### src/rtl/mprg_pkg.sv
// mprg_pkg: shared types, constants and small modular-reduction helpers
// for the mixing pseudo-random generator; depends on nothing else
`timescale 1ns / 1ps
`default_nettype none

package mprg_pkg;

	localparam int unsigned WORD_W   = 32;
	localparam int unsigned HALF_W   = 16;
	localparam int unsigned TBL_N    = 7;
	localparam int unsigned TBL_IW   = 3;
	localparam int unsigned STEP_W   = 6;
	localparam int unsigned CNT_W    = 8;

	// reciprocal unit widths: multiplier constant, product, back-multiply
	localparam int unsigned RCP_W    = HALF_W + 1;
	localparam int unsigned PROD_W   = HALF_W + RCP_W;
	localparam int unsigned BACK_W   = HALF_W + CNT_W;

	// divider step count
	localparam logic [STEP_W-1:0] STEPS_WORD = STEP_W'(WORD_W);

	// phase wheels: mix by phase mod 3, table entry by phase mod 7
	localparam logic [1:0] MIX_ADD  = 2'd0;
	localparam logic [1:0] MIX_SUB  = 2'd1;
	localparam logic [1:0] MIX_SWAP = 2'd2;
	localparam logic [1:0] MIX_LAST = MIX_SWAP;
	localparam logic [TBL_IW-1:0] TBL_LAST = TBL_IW'(TBL_N - 1);

	typedef logic [WORD_W-1:0] word_t;

	typedef word_t tbl_t [TBL_N];

	localparam tbl_t TBL_INIT = '{
		32'h0000_0055, 32'h0000_00da, 32'h0000_003f, 32'h0000_0012,
		32'h0000_00ea, 32'h0000_007a, 32'h0000_0015
	};

	// load request for the serial remainder unit
	typedef struct packed {
		logic              load;
		word_t             num;
		word_t             den;
		logic [STEP_W-1:0] steps;
	} div_load_t;

	// 16-bit value mod 255: 256 is 1 mod 255, so add the two bytes and fold
	function automatic logic [7:0] mod255(input logic [HALF_W-1:0] v);
		logic [8:0] s;
		begin
			s = {1'b0, v[15:8]} + {1'b0, v[7:0]};
			if (s >= 9'd255) begin
				s = s - 9'd255;
			end
			if (s >= 9'd255) begin
				s = s - 9'd255;
			end
			return s[7:0];
		end
	endfunction

	// 8-bit value mod 7: 8 is 1 mod 7, so add the octal digits and fold
	function automatic logic [TBL_IW-1:0] mod7(input logic [CNT_W-1:0] v);
		logic [4:0] s;
		begin
			s = {2'b00, v[2:0]} + {2'b00, v[5:3]} + {3'b000, v[7:6]};
			if (s >= 5'd7) begin
				s = s - 5'd7;
			end
			if (s >= 5'd7) begin
				s = s - 5'd7;
			end
			return s[TBL_IW-1:0];
		end
	endfunction

endpackage

`default_nettype wire

### src/rtl/mixing_pseudo_random_generator.sv
// Mixing pseudo-random word generator: valid/stall draw channel, result
// channel and an APB-style seed register. Depends on mprg_pkg.
// Usage:
//   Each item on the input channel (in_valid, in_stall, clip) is one draw,
//   answered by one item (raw_word, clipped_value) on the output channel
//   (out_valid, out_stall); clipped_value is raw_word mod clip, or raw_word
//   itself when clip is zero.
//   After accept a draw passes BUMP when the bump countdown runs out, then
//   RESH when the reshuffle countdown runs out or MIX otherwise, then WORD,
//   CLIP for a nonzero clip (a bit-serial remainder unit, 32 steps) and FIN;
//   the bump and reshuffle reductions by constant periods use a reciprocal
//   multiply with a registered quotient. in_stall is high from accept until
//   the result reaches the output register, and in the cycle of a seed write,
//   so a new draw is accepted only after the last result has reached it.
//   The output register holds a finished item while out_stall is high; the
//   next draw is accepted and worked on meanwhile and waits for it to free.
//   Reset loads seed 0, the start word, the countdowns and the adder table.
//   Writing the seed register (byte address 0) reloads the word, clears both
//   phase wheels and reloads both countdowns; the table keeps its contents.
//   Write it only while no draw is in flight.
`timescale 1ns / 1ps
`default_nettype none

module mixing_pseudo_random_generator #(
	parameter int unsigned FIRST_RESHUFFLE_DELAY = 32,
	parameter int unsigned BUMP_PERIOD           = 64,
	parameter int unsigned RESHUFFLE_MODULUS     = 64
) (
	input  wire logic        clk,
	input  wire logic        arst_n,
	// draw requests
	input  wire logic        in_valid,
	output logic             in_stall,
	input  wire logic [31:0] clip,
	// results
	output logic             out_valid,
	input  wire logic        out_stall,
	output logic [31:0]      raw_word,
	output logic [31:0]      clipped_value,
	// configuration
	input  wire logic        psel,
	input  wire logic        penable,
	input  wire logic        pwrite,
	input  wire logic [1:0]  paddr,
	input  wire logic [31:0] pwdata,
	output logic [31:0]      prdata,
	output logic             pready
);

	localparam logic [mprg_pkg::CNT_W-1:0] RESH_RELOAD =
		mprg_pkg::CNT_W'(FIRST_RESHUFFLE_DELAY);
	localparam logic [mprg_pkg::CNT_W-1:0] BUMP_RELOAD =
		mprg_pkg::CNT_W'(BUMP_PERIOD);
	localparam logic [1:0] ADDR_SEED = 2'd0;

	// reciprocal constants: quotient = (n * M) >> SH, exact for 16-bit n
	localparam int unsigned BUMP_SH = mprg_pkg::HALF_W + $clog2(BUMP_PERIOD);
	localparam int unsigned RESH_SH = mprg_pkg::HALF_W + $clog2(RESHUFFLE_MODULUS);
	localparam logic [mprg_pkg::RCP_W-1:0] BUMP_M = mprg_pkg::RCP_W'(
		((64'd1 << BUMP_SH) + 64'(BUMP_PERIOD) - 64'd1) / 64'(BUMP_PERIOD));
	localparam logic [mprg_pkg::RCP_W-1:0] RESH_M = mprg_pkg::RCP_W'(
		((64'd1 << RESH_SH) + 64'(RESHUFFLE_MODULUS) - 64'd1) / 64'(RESHUFFLE_MODULUS));
	localparam logic [mprg_pkg::CNT_W-1:0] BUMP_DEN = mprg_pkg::CNT_W'(BUMP_PERIOD);
	localparam logic [mprg_pkg::CNT_W-1:0] RESH_DEN = mprg_pkg::CNT_W'(RESHUFFLE_MODULUS);

	typedef enum logic [2:0] {
		ST_IDLE,
		ST_BUMP,
		ST_RESH,
		ST_MIX,
		ST_WORD,
		ST_CLIP,
		ST_FIN
	} state_t;

	state_t state_q;

	mprg_pkg::word_t seed_q;
	mprg_pkg::word_t cur_word_q;
	mprg_pkg::word_t hi_q;
	mprg_pkg::word_t lo_q;
	mprg_pkg::word_t clip_q;
	mprg_pkg::word_t word_q;
	mprg_pkg::word_t result_q;
	mprg_pkg::word_t raw_word_q;
	mprg_pkg::word_t clipped_q;
	logic            out_valid_q;
	logic            resh_fire_q;
	logic [1:0]                    mix_ph_q;
	logic [mprg_pkg::TBL_IW-1:0]   tbl_ph_q;
	logic [mprg_pkg::CNT_W-1:0]    resh_cnt_q;
	logic [mprg_pkg::CNT_W-1:0]    bump_cnt_q;
	mprg_pkg::tbl_t                tbl_q;

	// bit-serial remainder unit
	mprg_pkg::div_load_t           div_ld;
	mprg_pkg::word_t               div_rem_q;
	mprg_pkg::word_t               div_num_q;
	mprg_pkg::word_t               div_den_q;
	logic [mprg_pkg::STEP_W-1:0]   div_cnt_q;
	logic [mprg_pkg::WORD_W:0]     div_trial;
	mprg_pkg::word_t               div_rem_next;
	logic                          div_done;

	// reciprocal unit for the half-word reductions
	logic                          rcp_bump;
	logic [mprg_pkg::HALF_W-1:0]   rcp_num;
	logic [mprg_pkg::PROD_W-1:0]   rcp_prod;
	logic [mprg_pkg::HALF_W-1:0]   rcp_quo;
	logic [mprg_pkg::HALF_W-1:0]   rcp_quo_q;
	logic [mprg_pkg::BACK_W-1:0]   rcp_back;
	logic [mprg_pkg::CNT_W-1:0]    rcp_rem;
	logic                          rcp_half_q;
	logic                          rcp_done;

	logic            in_acc;
	logic            cfg_wr;
	logic            bump_fire;
	logic            resh_fire;
	mprg_pkg::word_t tbl_rd;
	mprg_pkg::word_t word_next;
	mprg_pkg::word_t hi_diff;
	logic [mprg_pkg::CNT_W-1:0] k_val;

	// handshakes
	assign in_acc    = in_valid && !in_stall;
	assign in_stall  = (state_q != ST_IDLE) || cfg_wr;
	assign cfg_wr    = psel && penable && pwrite && pready && (paddr == ADDR_SEED);
	assign pready    = 1'b1;
	assign prdata    = seed_q;

	assign out_valid     = out_valid_q;
	assign raw_word      = raw_word_q;
	assign clipped_value = clipped_q;

	// countdown checks and table read
	assign bump_fire = (bump_cnt_q <= mprg_pkg::CNT_W'(1));
	assign resh_fire = (resh_cnt_q <= mprg_pkg::CNT_W'(1));
	assign tbl_rd    = tbl_q[tbl_ph_q];
	assign hi_diff   = hi_q - lo_q;
	assign k_val     = rcp_rem;
	assign word_next = {lo_q[mprg_pkg::HALF_W-1:0], {mprg_pkg::HALF_W{1'b0}}} | hi_q;

	// one restoring step of the remainder unit
	assign div_trial    = {div_rem_q, div_num_q[mprg_pkg::WORD_W-1]};
	assign div_rem_next = (div_trial >= {1'b0, div_den_q}) ?
		mprg_pkg::WORD_W'(div_trial - {1'b0, div_den_q}) :
		div_trial[mprg_pkg::WORD_W-1:0];
	assign div_done     = (div_cnt_q == mprg_pkg::STEP_W'(1));

	// reciprocal reduction: quotient registered first, remainder from the registered quotient
	assign rcp_bump = (state_q == ST_BUMP);
	assign rcp_num  = rcp_bump ? hi_q[mprg_pkg::HALF_W-1:0] : lo_q[mprg_pkg::HALF_W-1:0];
	assign rcp_prod = mprg_pkg::PROD_W'(rcp_num) *
		(rcp_bump ? mprg_pkg::PROD_W'(BUMP_M) : mprg_pkg::PROD_W'(RESH_M));
	assign rcp_quo  = rcp_bump ? mprg_pkg::HALF_W'(rcp_prod >> BUMP_SH) :
		mprg_pkg::HALF_W'(rcp_prod >> RESH_SH);
	assign rcp_back = mprg_pkg::BACK_W'(rcp_quo_q) *
		mprg_pkg::BACK_W'(rcp_bump ? BUMP_DEN : RESH_DEN);
	assign rcp_rem  = mprg_pkg::CNT_W'(mprg_pkg::BACK_W'(rcp_num) - rcp_back);
	assign rcp_done = rcp_half_q;

	always_ff @(posedge clk or negedge arst_n) begin
		if (!arst_n) begin
			rcp_half_q <= 1'b0;
		end else if (rcp_bump || (state_q == ST_RESH)) begin
			rcp_half_q <= !rcp_half_q;
		end
	end

	always_ff @(posedge clk) begin
		rcp_quo_q <= rcp_quo;
	end

	// requests to the remainder unit
	always_comb begin
		div_ld = '0;
		case (state_q)
			ST_WORD: begin
				if (clip_q != '0) begin
					div_ld.load  = 1'b1;
					div_ld.num   = word_next;
					div_ld.den   = clip_q;
					div_ld.steps = mprg_pkg::STEPS_WORD;
				end
			end
			default: begin
				div_ld = '0;
			end
		endcase
	end

	// remainder unit registers
	always_ff @(posedge clk or negedge arst_n) begin
		if (!arst_n) begin
			div_cnt_q <= '0;
		end else if (div_ld.load) begin
			div_cnt_q <= div_ld.steps;
		end else if (div_cnt_q != '0) begin
			div_cnt_q <= div_cnt_q - mprg_pkg::STEP_W'(1);
		end
	end

	always_ff @(posedge clk) begin
		if (div_ld.load) begin
			div_rem_q <= '0;
			div_num_q <= div_ld.num;
			div_den_q <= div_ld.den;
		end else if (div_cnt_q != '0) begin
			div_rem_q <= div_rem_next;
			div_num_q <= {div_num_q[mprg_pkg::WORD_W-2:0], 1'b0};
		end
	end

	// draw sequencer, generator state and output register
	always_ff @(posedge clk or negedge arst_n) begin
		if (!arst_n) begin
			state_q     <= ST_IDLE;
			seed_q      <= '0;
			cur_word_q  <= '0;
			mix_ph_q    <= '0;
			tbl_ph_q    <= '0;
			resh_cnt_q  <= RESH_RELOAD;
			bump_cnt_q  <= BUMP_RELOAD;
			tbl_q       <= mprg_pkg::TBL_INIT;
			resh_fire_q <= 1'b0;
			out_valid_q <= 1'b0;
		end else begin
			// output register drains
			if (out_valid_q && !out_stall && (state_q != ST_FIN)) begin
				out_valid_q <= 1'b0;
			end

			case (state_q)
				ST_IDLE: begin
					if (cfg_wr) begin
						seed_q     <= pwdata;
						cur_word_q <= pwdata;
						mix_ph_q   <= '0;
						tbl_ph_q   <= '0;
						resh_cnt_q <= RESH_RELOAD;
						bump_cnt_q <= BUMP_RELOAD;
					end else if (in_acc) begin
						clip_q      <= clip;
						hi_q        <= {16'h0000, cur_word_q[31:16]};
						lo_q        <= {16'h0000, cur_word_q[15:0]};
						resh_fire_q <= resh_fire;
						if (bump_fire) begin
							state_q <= ST_BUMP;
						end else begin
							bump_cnt_q <= bump_cnt_q - mprg_pkg::CNT_W'(1);
							state_q    <= resh_fire ? ST_RESH : ST_MIX;
						end
					end
				end
				ST_BUMP: begin
					// countdown reload from hi mod period, whole table gains one
					if (rcp_done) begin
						bump_cnt_q <= rcp_rem;
						for (int i = 0; i < int'(mprg_pkg::TBL_N); i++) begin
							tbl_q[i] <= tbl_q[i] + 32'd1;
						end
						state_q <= resh_fire_q ? ST_RESH : ST_MIX;
					end
				end
				ST_RESH: begin
					// overwrite one entry and cross-subtract the halves
					if (rcp_done) begin
						resh_cnt_q             <= k_val;
						tbl_q[mprg_pkg::mod7(k_val)] <=
							{24'h000000, mprg_pkg::mod255(hi_q[15:0])};
						hi_q    <= hi_diff;
						lo_q    <= lo_q - hi_diff;
						state_q <= ST_WORD;
					end
				end
				ST_MIX: begin
					resh_cnt_q <= resh_cnt_q - mprg_pkg::CNT_W'(1);
					case (mix_ph_q)
						mprg_pkg::MIX_ADD: begin
							lo_q <= lo_q + tbl_rd;
						end
						mprg_pkg::MIX_SUB: begin
							lo_q <= lo_q - tbl_rd;
							hi_q <= hi_q - tbl_rd;
						end
						default: begin
							lo_q <= {16'h0000, lo_q[7:0], lo_q[15:8]};
						end
					endcase
					state_q <= ST_WORD;
				end
				ST_WORD: begin
					// new word; phase wheels advance
					cur_word_q <= word_next;
					word_q     <= word_next;
					mix_ph_q   <= (mix_ph_q == mprg_pkg::MIX_LAST) ? '0 :
						mix_ph_q + 2'd1;
					tbl_ph_q   <= (tbl_ph_q == mprg_pkg::TBL_LAST) ? '0 :
						tbl_ph_q + mprg_pkg::TBL_IW'(1);
					if (clip_q == '0) begin
						result_q <= word_next;
						state_q  <= ST_FIN;
					end else begin
						state_q <= ST_CLIP;
					end
				end
				ST_CLIP: begin
					if (div_done) begin
						result_q <= div_rem_next;
						state_q  <= ST_FIN;
					end
				end
				ST_FIN: begin
					// hand over once the output register is free
					if (!out_valid_q || !out_stall) begin
						raw_word_q  <= word_q;
						clipped_q   <= result_q;
						out_valid_q <= 1'b1;
						state_q     <= ST_IDLE;
					end
				end
				default: begin
					state_q <= ST_IDLE;
				end
			endcase
		end
	end

endmodule

`default_nettype wire
### config.mk
export PLATFORM = sky130hd
export DESIGN_NAME = mixing_pseudo_random_generator
export DESIGN_NICKNAME = d
export VERILOG_FILES = /design/src/rtl/mprg_pkg.sv /design/src/rtl/mixing_pseudo_random_generator.sv
export SDC_FILE = /design/constraint.sdc
export NUM_CORES = 2
export LEC_CHECK = 0
export ABC_AREA = 1
export BUFFER_PORTS_ARGS = -buffer_cell sky130_fd_sc_hd__buf_4
export CAP_MARGIN = 20
export CORE_MARGIN = 10
export CORE_UTILIZATION = 64
export DETAILED_ROUTE_END_ITERATION = 6
export GPL_TIMING_DRIVEN = 1
export HOLD_SLACK_MARGIN = 0.05
export PLACE_DENSITY_LB_ADDON = 0.15
export RECOVER_POWER = 100
export SYNTH_ARGS = -nofsm -noshare
export SYNTH_HDL_FRONTEND = slang
export SYNTH_SLANG_ARGS = --single-unit
### constraint.sdc
create_clock -name clk -period 8 [get_ports clk]
set_clock_uncertainty 0.15 [all_clocks]
set_input_delay 0.8 -clock clk [delete_from_list [all_inputs] [get_ports clk]]
set_output_delay 0.8 -clock clk [all_outputs]
set_load 0.005 [all_outputs]
==> run_results.csv <==
group,metric,value,unit
floorplan,io_pins,172,
synth,synth-seq-cells,643,
synth,synth_cell_types,73,
layout,drive_gt1_frac,0.07251,
min_path,hold_path.class,"in2reg",
floorplan,core_area,0.06883,mm^2
layout,layout_common_cells,"nand2_1, inv_1, nor2_1",
worst_setup_path,critPathRequiredTime,8.11,ns
timing,fmax,0.1393,GHz
synth,ys_seq_area_frac,0.3903,
synth,synth_compound_area_frac,0.1616,
placed_design,dp_worst_setup_slack,1.640,ns
timing,fin_ws,0.8187,ns
floorplan,die_y,283.9,um
flow_run,drv_cap,15,
timing,setup_violations,0,
grt,grt_pass1_wl,237.3,mm
detailed_routing,drt_iter0_drc,5820,
worst_setup_path,start_kind,"flip-flop",
clocking,clk_pin_slew,0.06,ns
layout,multiInputGateArea,0.02335,mm^2
grt,grt_usage,0.3744,
detailed_routing,drc,0,
clocking,clock-sinks,643,
clocking,cts-root-buf,"clkbuf_16",
synth,synth_edf_count,288,
timing,period_needed,7.181,ns
clocking,post_cts_resized,0,
worst_setup_path,setup.worst_path.end_class,"flip-flop",
synth,yosysWarnings,0,
worst_setup_path,path_class,"reg2reg",
worst_setup_path,crit_arrival,7.29,ns
floorplan,die_x,283.9,um
detailed_routing,ant_nets,0,
floorplan,start_util,0.6478,
synth,synth_cells,5921,
worst_setup_path,cp_max_fo,47,
synth,synthAdderAreaFrac,0.05680,
clocking,htreeDepth,3,
synth,syn_area,0.04459,mm^2
detailed_routing,avgRoutedWirePerCell,22.25,um
synth,synth_xor_area_frac,0.04970,
grt,grt_pass1_vias,40690,
synth,async_flop_share,0.4992,
synth,synth_nets,6191,
clocking,cts_buffers,74,
clocking,clock_latency,0.68,ns
synth,synth_top_family_by_area,"simple AND/OR/NAND/NOR gates",
run_status,violations,"capacitance limit, slew limit",
layout,seqCellArea,0.01740,mm^2
detailed_routing,wirelength,156.1,mm
floorplan,rows,96,
timing,hold_violations,0,
timing,grt_setup_unrepaired,"no",
timing,maxSlewViolCount,796,
placed_design,dp_hpwl,115.1,mm
floorplan,die_area,0.08062,mm^2
placed_design,place.gp.congestion,1.069,
synth,synthMuxAreaShare,0,
timing,tns,0,ns
run_status,outcome,"finished, violations left",
detailed_routing,firstDrtPassIters,7,
timing,worstMarginPinSlew,4.434,ns
synth,avgSynthCellArea,7.530,um^2
clocking,cts_tree,"yes",
placed_design,port_buffers,170,
synth,ys.flop_type,"dfrtp_1",
synth,synthSimpleGateAreaFrac,0.2585,
layout,num-fill-cells,5760,
detailed_routing,vias,43800,
layout,layout_commonest_cell,"nand2_1",
grt,grt_start_max_net_pins,161,
layout,final_nets,6293,
grt,antenna_found_initial,1,
clocking,clk_path_buf_depth,3,
grt,grt_overflow_total,0,
layout,area_growth,9.238,%
timing,min_period_over_period,0.8977,
timing,slew_headroom,-1.956,
detailed_routing,via_per_inst,6.245,
## final timing paths
kind                             from           end  slack (ns)  cells after the start
setup / recovery           state_q[1]       hi_q[3]        0.82                      9
min in group asynchronous      arst_n    prdata[25]        0.50                      2
hold reg to reg            word_q[30]  raw_word[30]        0.26                      0
setup reg to reg           state_q[1]       hi_q[3]        0.82                      9
hold / removal                clip[2]     clip_q[2]        0.17                      1
max in group asynchronous      arst_n   tbl_ph_q[0]        2.05                      3
## sequential cells by signal, summed over array words and instances (netlist names), 2 cells and up
register,count
rcp_quo_q,2
clip_q,32
cur_word_q,32
div_num_q,32
state_q,3
prdata,32
tbl_ph_q,3
result_q,32
div_rem_q,32
word_q,32
resh_cnt_q,8
tbl_q,224
hi_q,32
mix_ph_q,2
clipped_value,32
bump_cnt_q,8
lo_q,32
div_den_q,32
div_cnt_q,6
raw_word,32
## final cells by class
cell class              instances  area share
clock inverters                30     0.01046
well taps                     931     0.02392
flip-flops and latches        643      0.3573
diodes                          1  0.00005138
clock buffers                 105     0.04393
inverters                     744     0.05747
multi-input cells            4349      0.4793
repair buffers                211     0.02749
## cell families (layout without fill, tap and decap cells)
kind of cell               after synthesis  in the layout
AOI/OAI and AO/OA                     1248           1248
xor gates and xnor gates               250            250
other                                    1              2
adders and majority gates              197            197
buffers and inverters                  929           1090
and+or+nand+nor                       2653           2653
DFF                                    643            643
## stage by stage
| step | hold WS [ns] | util | cell area (um^2) | std cells |
|---|---|---|---|---|
| detailed placement | 0.2545 | 0.6758 | 46510 | 6876 |
| global placement | 0.2504 | 0.6758 | 46510 | 6876 |
| global route | 0.1600 | 0.7076 | 48700 | 7013 |
| CTS | 0.1391 | 0.7144 | 49170 | 7012 |
| floorplan | 0.2503 | - | 44590 | 5921 |
| finish | 0.1667 | 0.7076 | 48700 | 7014 |
## timing repair
action,in CTS,in global routing
endpoints found under the hold margin,2,0
setup endpoints to repair,0,0
setup buffers,0,0
hold buffers,1,0
## cells in the mapped netlist, drive strengths merged (81+ instances only)
library cell / number / area (um^2)
ha: 188 / 2352
a21oi: 388 / 1949
o21ai: 535 / 2734
nor2: 656 / 2540
xor2: 207 / 1832
nor4: 81 / 521.8
edfxtp: 288 / 8648
clkbuf: 94 / 352.8
nor3: 159 / 795.8
inv: 739 / 2781
dfrtp: 289 / 7232
buf: 91 / 550.5
nand3: 329 / 1732
nand2: 1279 / 4922
## per-layer routing
layer / up-vias / track usage / share of wire
li1: 20170 / - / -
met1: 20330 / 0.4753 / 0.37
met2: 2767 / 0.5765 / 0.44
met3: 538 / 0.09021 / 0.12
met4: 0 / 0.2197 / 0.070
met5: - / 0 / 0
## critical path: stages (launching register included)
cell and delay, ns:
dfrtp_1 0.42, inv_1 0.16, nor3_1 0.17, clkinvlp_2 0.18, clkbuf_1 2.06, o211ai_1 0.42
nor3b_1 0.38, clkbuf_1 1.65, o21a_1 0.28, clkbuf_2 0.78
Power is not shown: default switching activity piles up to over one toggle a cycle in this logic, so the estimate is an artifact.
